$ cat src/rtl/ttb_pkg.sv
`timescale 1ns / 1ps
`default_nettype none
// ----------------------------------------------------------------------------
// ttb_pkg - shared types and constants for the tag-to-bit registry
// Result status codes, fixed field widths and the lookup summary struct.
// ----------------------------------------------------------------------------
package ttb_pkg;

    localparam int TAG_W    = 32;
    localparam int MASK_W   = 32;
    localparam int IDX_W    = 5;
    localparam int STATUS_W = 3;

    typedef enum logic [STATUS_W-1:0] {
        ST_FOUND     = 3'd0,
        ST_ADDED     = 3'd1,
        ST_FULL      = 3'd2,
        ST_LIST_OK   = 3'd3,
        ST_LIST_MISS = 3'd4
    } t_status;

    localparam logic KIND_REGISTER = 1'b0;
    localparam logic KIND_LIST     = 1'b1;

    // idx is the matching entry on a hit, else the fill count (the next free slot when not full)
    typedef struct packed {
        logic             hit;
        logic             full;
        logic [IDX_W-1:0] idx;
    } t_lookup;

endpackage
`default_nettype wire

$ cat src/rtl/ttb_if.sv
`timescale 1ns / 1ps
`default_nettype none
// ----------------------------------------------------------------------------
// ttb_item_if / ttb_result_if - valid/ready channels of the registry
// One word moves when valid and ready are both high at a rising edge.
// ----------------------------------------------------------------------------
interface ttb_item_if;
    logic                      valid;
    logic                      ready;
    logic                      kind;
    logic [ttb_pkg::TAG_W-1:0] tag_value;
    logic                      last_in_list;

    modport source (output valid, output kind, output tag_value, output last_in_list,
                    input ready);
    modport sink   (input valid, input kind, input tag_value, input last_in_list,
                    output ready);
endinterface

interface ttb_result_if;
    logic                         valid;
    logic                         ready;
    logic [ttb_pkg::STATUS_W-1:0] status;
    logic [ttb_pkg::IDX_W-1:0]    bit_index;
    logic [ttb_pkg::MASK_W-1:0]   result_mask;

    modport source (output valid, output status, output bit_index, output result_mask,
                    input ready);
    modport sink   (input valid, input status, input bit_index, input result_mask,
                    output ready);
endinterface
`default_nettype wire

$ cat src/rtl/ttb_tag_store.sv
`timescale 1ns / 1ps
`default_nettype none
// ----------------------------------------------------------------------------
// ttb_tag_store - tag table with parallel compare
// Holds the registered tags and the fill count; compares a key with every
// filled entry at once and appends it on request.
// ----------------------------------------------------------------------------
module ttb_tag_store #(
    parameter int DEPTH = 32,
    parameter int KEY_W = 32
) (
    input  wire logic             i_clk,
    input  wire logic             i_rst_n,
    input  wire logic [KEY_W-1:0] i_key,
    input  wire logic             i_insert,
    output ttb_pkg::t_lookup      o_lookup
);

    localparam int CNT_W = $clog2(DEPTH + 1);
    localparam int SLOT_W = (DEPTH > 1) ? $clog2(DEPTH) : 1;

    logic [KEY_W-1:0] r_table [DEPTH];
    logic [CNT_W-1:0] r_count;
    logic [DEPTH-1:0] match;
    logic [ttb_pkg::IDX_W-1:0] match_idx;

    always_comb begin
        match_idx = '0;
        for (int i = 0; i < DEPTH; i++) begin
            match[i] = (CNT_W'(i) < r_count) && (r_table[i] == i_key);
            // entries are unique, so at most one bit is set
            if (match[i]) begin
                match_idx = match_idx | ttb_pkg::IDX_W'(i);
            end
        end
    end

    always_comb begin
        o_lookup.hit  = |match;
        o_lookup.full = (r_count == CNT_W'(DEPTH));
        o_lookup.idx  = o_lookup.hit ? match_idx : ttb_pkg::IDX_W'(r_count);
    end

    always_ff @(posedge i_clk) begin
        if (!i_rst_n) begin
            r_count <= '0;
        end else if (i_insert) begin
            r_count <= r_count + CNT_W'(1);
        end
    end

    always_ff @(posedge i_clk) begin
        if (i_insert) begin
            r_table[r_count[SLOT_W-1:0]] <= i_key;
        end
    end

endmodule
`default_nettype wire

$ cat src/rtl/ttb_resolve.sv
`timescale 1ns / 1ps
`default_nettype none
// ----------------------------------------------------------------------------
// ttb_resolve - result forming, list accumulation and result register
// Turns a lookup into a result word, ORs list bits until the last element,
// and holds the result until the sink takes it.
// ----------------------------------------------------------------------------
module ttb_resolve (
    input  wire logic             i_clk,
    input  wire logic             i_rst_n,
    input  wire logic             i_fire,
    input  wire logic             i_kind,
    input  wire logic             i_last,
    input  wire ttb_pkg::t_lookup i_lookup,
    output logic                  o_free,
    ttb_result_if.source          o_result
);

    logic                           r_valid;
    ttb_pkg::t_status               r_status;
    logic [ttb_pkg::IDX_W-1:0]      r_index;
    logic [ttb_pkg::MASK_W-1:0]     r_mask;
    logic [ttb_pkg::MASK_W-1:0]     r_list_mask;
    logic                           r_list_miss;

    logic [ttb_pkg::MASK_W-1:0]     onehot;
    logic [ttb_pkg::MASK_W-1:0]     n_list_mask;
    logic                           n_list_miss;
    logic                           produce;
    ttb_pkg::t_status               n_status;
    logic [ttb_pkg::IDX_W-1:0]      n_index;
    logic [ttb_pkg::MASK_W-1:0]     n_mask;

    assign onehot      = ttb_pkg::MASK_W'(1) << i_lookup.idx;
    assign n_list_mask = r_list_mask | (i_lookup.hit ? onehot : '0);
    assign n_list_miss = r_list_miss | ~i_lookup.hit;
    assign produce     = (i_kind == ttb_pkg::KIND_REGISTER) || i_last;

    always_comb begin
        n_status = ttb_pkg::ST_FULL;
        n_index  = '0;
        n_mask   = '0;
        if (i_kind == ttb_pkg::KIND_REGISTER) begin
            if (i_lookup.hit) begin
                n_status = ttb_pkg::ST_FOUND;
                n_index  = i_lookup.idx;
                n_mask   = onehot;
            end else if (!i_lookup.full) begin
                n_status = ttb_pkg::ST_ADDED;
                n_index  = i_lookup.idx;
                n_mask   = onehot;
            end
        end else if (n_list_miss) begin
            n_status = ttb_pkg::ST_LIST_MISS;
        end else begin
            n_status = ttb_pkg::ST_LIST_OK;
            n_mask   = n_list_mask;
        end
    end

    assign o_free = !r_valid || o_result.ready;

    always_ff @(posedge i_clk) begin
        if (!i_rst_n) begin
            r_valid     <= 1'b0;
            r_list_mask <= '0;
            r_list_miss <= 1'b0;
        end else begin
            if (i_fire && produce) begin
                r_valid <= 1'b1;
            end else if (o_result.ready) begin
                r_valid <= 1'b0;
            end
            if (i_fire && (i_kind == ttb_pkg::KIND_LIST)) begin
                r_list_mask <= i_last ? '0 : n_list_mask;
                r_list_miss <= i_last ? 1'b0 : n_list_miss;
            end
        end
    end

    always_ff @(posedge i_clk) begin
        if (i_fire && produce) begin
            r_status <= n_status;
            r_index  <= n_index;
            r_mask   <= n_mask;
        end
    end

    assign o_result.valid       = r_valid;
    assign o_result.status      = r_status;
    assign o_result.bit_index   = r_index;
    assign o_result.result_mask = r_mask;

endmodule
`default_nettype wire

$ cat src/rtl/tag_to_bit_registry.sv
`timescale 1ns / 1ps
`default_nettype none
// ----------------------------------------------------------------------------
// tag_to_bit_registry - associative tag-to-bit registry
// Path: an accepted word goes from the input register to the result register.
// Throughput: one word per cycle unless the result register is stalled, set by
// the combinational parallel tag compare between the input and result registers.
// Reset: synchronous; empties the table, clears the open list and both stages.
// Table contents are not cleared; only entries below the fill count are used.
// ----------------------------------------------------------------------------
module tag_to_bit_registry #(
    parameter int TABLE_DEPTH = 32,
    parameter int TAG_WIDTH   = 32
) (
    input  wire logic    i_clk,
    input  wire logic    i_rst_n,
    ttb_item_if.sink     i_item,
    ttb_result_if.source o_result
);

    localparam int KEY_W = (TAG_WIDTH < ttb_pkg::TAG_W) ? TAG_WIDTH : ttb_pkg::TAG_W;

    logic             r_in_valid;
    logic             r_kind;
    logic [KEY_W-1:0] r_key;
    logic             r_last;

    ttb_pkg::t_lookup lookup;
    logic             out_free;
    logic             advance;
    logic             insert;

    assign advance = r_in_valid
                     && (out_free || ((r_kind == ttb_pkg::KIND_LIST) && !r_last));
    assign insert  = advance && (r_kind == ttb_pkg::KIND_REGISTER)
                     && !lookup.hit && !lookup.full;
    assign i_item.ready = !r_in_valid || advance;

    always_ff @(posedge i_clk) begin
        if (!i_rst_n) begin
            r_in_valid <= 1'b0;
        end else if (i_item.ready) begin
            r_in_valid <= i_item.valid;
        end
    end

    always_ff @(posedge i_clk) begin
        if (i_item.ready && i_item.valid) begin
            r_kind <= i_item.kind;
            r_key  <= i_item.tag_value[KEY_W-1:0];
            r_last <= i_item.last_in_list;
        end
    end

    ttb_tag_store #(
        .DEPTH (TABLE_DEPTH),
        .KEY_W (KEY_W)
    ) u_store (
        .i_clk    (i_clk),
        .i_rst_n  (i_rst_n),
        .i_key    (r_key),
        .i_insert (insert),
        .o_lookup (lookup)
    );

    ttb_resolve u_resolve (
        .i_clk    (i_clk),
        .i_rst_n  (i_rst_n),
        .i_fire   (advance),
        .i_kind   (r_kind),
        .i_last   (r_last),
        .i_lookup (lookup),
        .o_free   (out_free),
        .o_result (o_result)
    );

endmodule
`default_nettype wire

$ cat src/flat_wrapper.sv
// flat-port wrapper written by rule: the top's interface ports become plain ports
module tag_to_bit_registry_flat 
#(
    parameter int TABLE_DEPTH = 32,
    parameter int TAG_WIDTH   = 32
)
  (i_clk, i_rst_n, i_item_valid, i_item_kind, i_item_tag_value, i_item_last_in_list, i_item_ready, o_result_valid, o_result_status, o_result_bit_index, o_result_result_mask, o_result_ready);
  ttb_item_if i_item_i ();
  ttb_result_if o_result_i ();
  input  wire logic i_clk;
  input  wire logic i_rst_n;
  input wire logic [$bits(i_item_i.valid)-1:0] i_item_valid;
  input wire logic [$bits(i_item_i.kind)-1:0] i_item_kind;
  input wire logic [$bits(i_item_i.tag_value)-1:0] i_item_tag_value;
  input wire logic [$bits(i_item_i.last_in_list)-1:0] i_item_last_in_list;
  output wire logic [$bits(i_item_i.ready)-1:0] i_item_ready;
  output wire logic [$bits(o_result_i.valid)-1:0] o_result_valid;
  output wire logic [$bits(o_result_i.status)-1:0] o_result_status;
  output wire logic [$bits(o_result_i.bit_index)-1:0] o_result_bit_index;
  output wire logic [$bits(o_result_i.result_mask)-1:0] o_result_result_mask;
  input wire logic [$bits(o_result_i.ready)-1:0] o_result_ready;
  assign i_item_i.valid = i_item_valid;
  assign i_item_i.kind = i_item_kind;
  assign i_item_i.tag_value = i_item_tag_value;
  assign i_item_i.last_in_list = i_item_last_in_list;
  assign i_item_ready = i_item_i.ready;
  assign o_result_valid = o_result_i.valid;
  assign o_result_status = o_result_i.status;
  assign o_result_bit_index = o_result_i.bit_index;
  assign o_result_result_mask = o_result_i.result_mask;
  assign o_result_i.ready = o_result_ready;
  tag_to_bit_registry #(.TABLE_DEPTH(TABLE_DEPTH), .TAG_WIDTH(TAG_WIDTH)) u_core (.i_clk(i_clk), .i_rst_n(i_rst_n), .i_item(i_item_i), .o_result(o_result_i));
endmodule
$ cat config.mk
export PLATFORM = sky130hd
export DESIGN_NAME = tag_to_bit_registry_flat
export DESIGN_NICKNAME = d
export VERILOG_FILES = /design/src/rtl/ttb_pkg.sv /design/src/rtl/ttb_if.sv /design/src/rtl/ttb_tag_store.sv /design/src/rtl/ttb_resolve.sv /design/src/rtl/tag_to_bit_registry.sv /design/src/flat_wrapper.sv
export SDC_FILE = /design/constraint.sdc
export NUM_CORES = 2
export LEC_CHECK = 0
export BUFFER_PORTS_ARGS = -buffer_cell sky130_fd_sc_hd__clkbuf_2
export CORE_UTILIZATION = 53
export CTS_CLUSTER_DIAMETER = 40
export CTS_CLUSTER_SIZE = 10
export DETAILED_ROUTE_END_ITERATION = 8
export PLACE_DENSITY = 0.69
export SYNTH_ARGS = -nofsm -noshare
export SYNTH_HDL_FRONTEND = slang
export SYNTH_SLANG_ARGS = --single-unit
$ cat constraint.sdc
create_clock -name i_clk -period 5.3 [get_ports i_clk]
set_input_delay 0.795 -clock i_clk [delete_from_list [all_inputs] [get_ports i_clk]]
set_output_delay 0.795 -clock i_clk [all_outputs]
set_load 0.01 [all_outputs]
Yosys cells after proc, flatten, opt, wreduce, memory -nomap -nowiden
Memories as Yosys holds them, arrays and structs flattened.
Cells that the tools add are included.
W data, S select, Z words.

storage, ports and cells
  output and inout port bits = 42
  flip-flop bits (word level) = 115
  word-level logic and storage cells = 208
  input port bits = 38
  memories kept = 1
  memory bits (writable) = 1024

cells by class
  magnitude comparators = 32
  eq/ne operators = 37
  $add $sub $neg = 1
  reduce and logical (&&, ||, !) cells = 50
  bitwise logic cells = 4
  shift operators = 1
  muxes and demuxes = 71

memories
  memory                  words  bits a word  read ports  clocked after Yosys merged registers in  write ports  RTL line             RTL
  u_core.u_store.r_table  32     32           32          0                                        1            ttb_tag_store.sv:22  logic [KEY_W-1:0] r_table [DEPTH];

operators with widths
  operator                count
  $eq A32 B32 Y1          32
  $mux W32                12
  $mux W5                 22
  $lt A5 B6 Y1 const A    16
  $lt A4 B6 Y1 const A    8
  $logic_and A1 B1 Y1     40
  $mux W3                 11
  $mux W4                 8
  $or A32 B32 Y32         1
  $reduce_or A32 Y1       1
  $shl A1 B5 Y32 const A  1
  $lt A3 B6 Y1 const A    4
  $mux W1                 13
  $lt A1 B6 Y1 const A    2
  $lt A2 B6 Y1 const A    2
  $mux W6                 2
  $add A6 B1 Y6 const B   1
  $eq A6 B6 Y1 const B    1
  $mux W2                 3
  $ne A2 B1 Y1 const B    3
  $logic_not A1 Y1        5
  $logic_or A1 B1 Y1      4
  $ne A3 B1 Y1 const B    1
  $not A1 Y1              2
  $or A1 B1 Y1            1

Depth between registers and ports, before layout
An unclocked memory read counts as a cell.

  word-level depth = 42
  gate-level depth with buffers = 16
  gate-level depth less buffers = 12

Hierarchy
Synthesis repeated with hierarchy kept, for this count alone.

unflattened totals
  cells, all modules = 3017
  area total of the unflattened synthesis = 48026.1 um^2

by module, submodules not included
  module               cells each  instances  area an instance (um^2)  seq. area each (um^2)
  ttb_tag_store        2754        1          44023.5                  30869.6
  ttb_resolve          220         1          2896.5                   1881.8
  tag_to_bit_registry  43          1          1106.1                   1041.0

Worst setup path before layout
OpenSTA, ideal clock, no wires.

  kind = reg2reg
  from = register u_core.r_key[2]
  to = memory u_core.u_store.r_table[20][0] (enable)
  clock period less this slack = 4.876 ns
  library setup time = 0.421 ns
  stages on the path, launching flop included = 14
  path slack = 0.424 ns
  data arrival time = 4.454 ns
  path buffers = 3
  data required time = 4.879 ns
  path through = edfxtp_1 > buf_4 > buf_8 > xor2_1 > nor4_1 > nand4_1 > nor4_1 > or4_4 > nor4_4 > nand3_4 > buf_6 > nor2_1 > nand2_1 > nor2_1

between the ends
  cells in the longest elaborated chain, start to end = 8
  elaborated cells on any way between the ends = 70
  classes of those cells = eq/ne (32); mux (2); reduce/logical (36)

RTL lines
  item                                 RTL line                   RTL
  start: declaration                   tag_to_bit_registry.sv:25  logic [KEY_W-1:0] r_key;
  start signal: assignment             tag_to_bit_registry.sv:50  r_key <= i_item.tag_value[KEY_W-1:0];
  $eq A32 B32 Y1                       ttb_tag_store.sv:30        match[i] = (CNT_W'(i) < r_count) && (r_table[i] == i_key);
  $logic_and A1 B1 Y1                  ttb_tag_store.sv:30
  $reduce_or A32 Y1 *                  ttb_tag_store.sv:39        o_lookup.hit = |match;
  $logic_not A1 Y1 *                   tag_to_bit_registry.sv:36  && !lookup.hit && !lookup.full;
  $logic_and A1 B1 Y1 * (2 in series)  tag_to_bit_registry.sv:36
  $mux W1 *                            ttb_tag_store.sv:53        if (i_insert) begin
  $mux W1 (implied by the code) *      ttb_tag_store.sv:54        r_table[r_count[SLOT_W-1:0]] <= i_key;
  end: declaration                     ttb_tag_store.sv:22

Every way passes the cells marked *; elsewhere a longest branch is shown, timed or not.

Final worst setup path
  from = register u_core.r_key[7]
  to = register u_core.u_resolve.r_mask (netlist bit u_core.u_resolve.o_result.result_mask[5]) (data pin)

between the ends
  cells in the longest elaborated chain, start to end = 41
  elaborated cells on any way between the ends = 110
  classes of those cells = eq/ne (32); shift (1); mux (41); bitwise (3); reduce/logical (33)

RTL lines
  item                                        RTL line             RTL
  $eq A32 B32 Y1                              ttb_tag_store.sv:30
  $logic_and A1 B1 Y1                         ttb_tag_store.sv:30
  $mux W1                                     ttb_tag_store.sv:32  if (match[i]) begin
  $mux W2 (2 in series)                       ttb_tag_store.sv:32
  $mux W3 (4 in series)                       ttb_tag_store.sv:32
  $mux W4 (8 in series)                       ttb_tag_store.sv:32
  $mux W5 (16 in series)                      ttb_tag_store.sv:32
  $mux W5                                     ttb_tag_store.sv:41  o_lookup.idx = o_lookup.hit ? match_idx : ttb_pkg::IDX_W'(r_count);
  $shl A1 B5 Y32                              ttb_resolve.sv:34    assign onehot = ttb_pkg::MASK_W'(1) << i_lookup.idx;
  $mux W32                                    ttb_resolve.sv:48    end else if (!i_lookup.full) begin
  $mux W32                                    ttb_resolve.sv:44    if (i_lookup.hit) begin
  $mux W32                                    ttb_resolve.sv:43    if (i_kind == ttb_pkg::KIND_REGISTER) begin
  $mux W32                                    ttb_resolve.sv:44
  $mux W32                                    ttb_resolve.sv:43
  $mux W32 *                                  ttb_resolve.sv:43
  named net u_core.u_resolve.n_mask, one bit  ttb_resolve.sv:32    logic [ttb_pkg::MASK_W-1:0] n_mask;
  end signal: assignment                      ttb_resolve.sv:85    r_mask <= n_mask;
  end: declaration                            ttb_resolve.sv:22    logic [ttb_pkg::MASK_W-1:0] r_mask;

Mark *: on every way through the listed nets, which the timed path passes. The rest lies on a longest branch. The select of a mux whose other input is x is not followed.
A chain may end at the register's enable or synchronous reset.

==> results.toml <==
[finish]
final_area_um2 = 56000
synthToLayoutAreaGrowth_pct = 14.9
nets = 3333
num_antenna_cells = 0
fillers = 6452
layout-drive-gt1-share_pct = 15.6
fin_util_pct = 61.8
fin_cells = 4560

[logic_synthesis]
seq_area_frac_synth_pct = 69.4
synthFlopType = "edfxtp_1"
synthCells = 3038
yosysTopAreaCell = "edfxtp_1"
syn_avg_cell_area_um2 = 16.0
synthArstFlopShare_pct = 0
synthTopCellsByArea = "edfxtp_1, xor2_1, xnor2_1"
syn-num-nets = 3081
syn_area_um2 = 48700
yosysUniqueCellTypes = 78
synth_edf_count = 1098
synth_top_cell_area_share_pct = 67.7
yosysWarnings = 0
ys_ff_latch = 1139

[cts]
cts_setup_buffers = 0
ctsHoldBuffers = 0
cts.clk_slew.worst_paths_ns = 0.05
cts_tree = "built"
cts_made_buffers = 153
cts_sinks = 1139
postCtsResizedCells = 0
cts_buffer_depth = 3
cts-root-buf = "clkbuf_16"
htreeDepth = 4
clock_latency_ns = 0.73

[flow_run]
drv_cap = 0

[power]
peakVddDrop_v = 0.000311
leakage_nw = 18.5
power_density_nw_per_um2 = 367

[die]
rows = 110
ioPinCount = 80
die-area_um2 = 93100
die_h_um = 305
dieWidth_um = 305
start_util_pct = 53.8
core-area_um2 = 90600

[setup_path]
critPathMaxFanout = 12
reg2reg_from = "u_core.r_key[7]"
startpoint_type = "flip-flop"
rr_worst_depth = 12
cp_data_arrival_time_ns = 5.18
crit_path_start = "u_core.r_key[7]"
crit_type = "flip-flop to flip-flop"
cp-end-kind = "flip-flop"
r2r_end = "u_core.u_resolve.o_result.result_mask[5]"
crit_end = "u_core.u_resolve.o_result.result_mask[5]"
r2r_setup_slack_ns = 0.54
worstPathRequired_ns = 5.72

[place]
io_buffer_count = 79
gp_congestion = 0.902
dpl_cell_area_um2 = 51300
dpl.hpwl_um = 72600
dp.cells = 4311

[timing]
rsz0062_at_grt = "no"
fin_crit_sh_pct = 89.8
fmax_mhz = 210
hold_viol = 0
period_minus_slack_ns = 4.76
setup_violations = 0
fin_skew_ns = 0.0255
relSlewSlack_pct = 23.8
tns_ns = 0
worst_slew_pin_slew_ns = 1.14
drv_slew = 0

[global_route]
first_global_vias = 27100
grt_overflow_total = 0
antenna_found_initial = 2
grt_pass1_wl_um = 179000
grtUsageTotal_pct = 26.2
grt_start_max_net_pins = 65

[routing]
drc = 0
ant_nets = 0
post_drt_wl_per_cell_um = 26.6
wirelength_um = 121000
firstDrtPassIters = 8
vias = 26600
vias_per_cell = 5.84
initialDrtViolationCount = 2635

[hold_path]
hold_path.class = "primary input to flip-flop"
hold_path_startpoint = "i_item_tag_value[8]"

[status]
status = "finished clean"
-- layout by cell type (no fill, tap or decap), types with 5 or more instances in the layout --
| master | count |
|---|---|
| a21o_1 | 5 |
| a21oi_1 | 8 |
| a22o_1 | 12 |
| a31oi_1 | 5 |
| and3_1 | 7 |
| buf_12 | 73 |
| buf_4 | 101 |
| bufinv_16 | 10 |
| clkbuf_1 | 30 |
| clkbuf_16 | 155 |
| clkbuf_2 | 79 |
| clkbuf_8 | 5 |
| clkinv_1 | 10 |
| clkinv_2 | 18 |
| dfxtp_1 | 41 |
| edfxtp_1 | 1098 |
| ha_1 | 5 |
| inv_1 | 8 |
| inv_6 | 12 |
| nand2_1 | 80 |
| nand3_1 | 40 |
| nand4_1 | 125 |
| nor2_1 | 30 |
| nor2_2 | 32 |
| nor2b_1 | 7 |
| nor3_1 | 32 |
| nor4_1 | 168 |
| o2111ai_1 | 5 |
| o21a_1 | 7 |
| o21ai_0 | 40 |
| o21ai_1 | 17 |
| or3_1 | 7 |
| xnor2_1 | 404 |
| xor2_1 | 624 |
-- synth_stat cells, types with 8 or more instances --
master    number
edfxtp_1    1098
xor2_1       624
xnor2_1      404
nor4_1       168
nand4_1      125
buf_6         88
nand2_1       80
nor2_1        62
dfxtp_1       41
nand3_1       40
o21ai_0       40
nor3_1        32
buf_4         25
o21ai_1       17
buf_8         15
clkbuf_1      13
a22o_1        12
buf_2          9
a21oi_1        8
inv_1          8
nor2b_1        8
-- critical path, stage by stage (launching register included) --
cell and delay, ns:
edfxtp_1 0.86, buf_4 0.39, buf_4 0.18, xnor2_1 0.11
nand4_1 0.18, nor4_1 0.39, nand2_1 0.19, o2111ai_2 0.49
nand4bb_1 0.43, nor2_1 0.10, o21a_1 0.17, a31oi_1 0.72
o21ai_0 0.22
-- layout make-up --
type	instances	area [um^2]	share of cell area, %
clock buffers	190	4060	7.25
multi-input cells	1733	13400	23.9
flip-flops and latches	1139	33800	60.4
well taps	1176	1470	2.63
inverters	10	37.5	0.0671
repair buffers	253	2620	4.67
clock inverters	59	627	1.12
-- how the worst min path moves through the flow --
stage,end,slack (ns),cells past startpoint
2_1_floorplan,u_core.u_resolve.r_list_mask[28],0.42,2
3_3_place_gp,u_core.u_resolve.r_list_mask[12],0.43,2
3_5_place_dp,u_core.u_resolve.r_list_mask[23],0.45,2
4_1_cts,u_core.r_key[2],0.20,1
5_1_grt,u_core.r_key[12],0.22,1
6_report,u_core.r_key[8],0.25,1
-- cell families (layout without fill, tap and decap cells) --
group | after synthesis | after routing | share of synthesized area, %
buffers and inverters | 166 | 512 | 3.40
and+or+nand+nor | 568 | 568 | 6.74
adders and majority gates | 5 | 5 | 0.128
muxes | 2 | 2 | 0.0514
xor gates and xnor gates | 1028 | 1028 | 18.5
DFF | 1139 | 1139 | 69.4
AOI/OAI and AO/OA | 130 | 130 | 1.84
-- metal layers --
layer | vias to the layer above | GRT usage (%) | share of wire [%]
li1 | 11600 | - | -
met1 | 13600 | 35.6 | 42
met2 | 1131 | 43.6 | 49
met3 | 228 | 3.82 | 6.5
met4 | 0 | 8.86 | 2.8
met5 | - | 0 | 0
-- report_power, final --
| group | internal (mW) | leakage [nW] | switching (mW) |
|---|---|---|---|
| clock | 5.88 | 2.29 | 3.68 |
| sequential | 9.92 | 10.3 | 0.0569 |
| combinational | 0.351 | 5.94 | 0.660 |
-- sequential cells by signal (all words and copies together) (netlist names) --
| signal | flops |
|---|---|
| u_core.u_store.r_table | 1024 |
| u_core.r_in_valid | 1 |
| u_core.u_resolve.r_list_mask | 32 |
| u_core.u_resolve.r_list_miss | 1 |
| u_core.u_store.r_count | 6 |
| u_core.r_kind | 1 |
| u_core.u_resolve.o_result.valid | 1 |
| u_core.u_resolve.o_result.status | 3 |
| u_core.u_resolve.o_result.bit_index | 5 |
| u_core.r_key | 32 |
| u_core.u_resolve.o_result.result_mask | 32 |
| u_core.r_last | 1 |
-- per-stage QoR --
step / power, mW / setup slack, ns / hold WS, ns
6_report: 20.5 / 0.540 / 0.248
5_1_grt: 21.1 / 0.413 / 0.217
4_1_cts: 20.7 / 0.652 / 0.200
3_5_place_dp: 11.2 / 0.645 / 0.449
3_3_place_gp: 11.1 / 0.587 / 0.435
2_1_floorplan: 10.8 / 0.424 / 0.425
(Power assumes the default switching activity.)
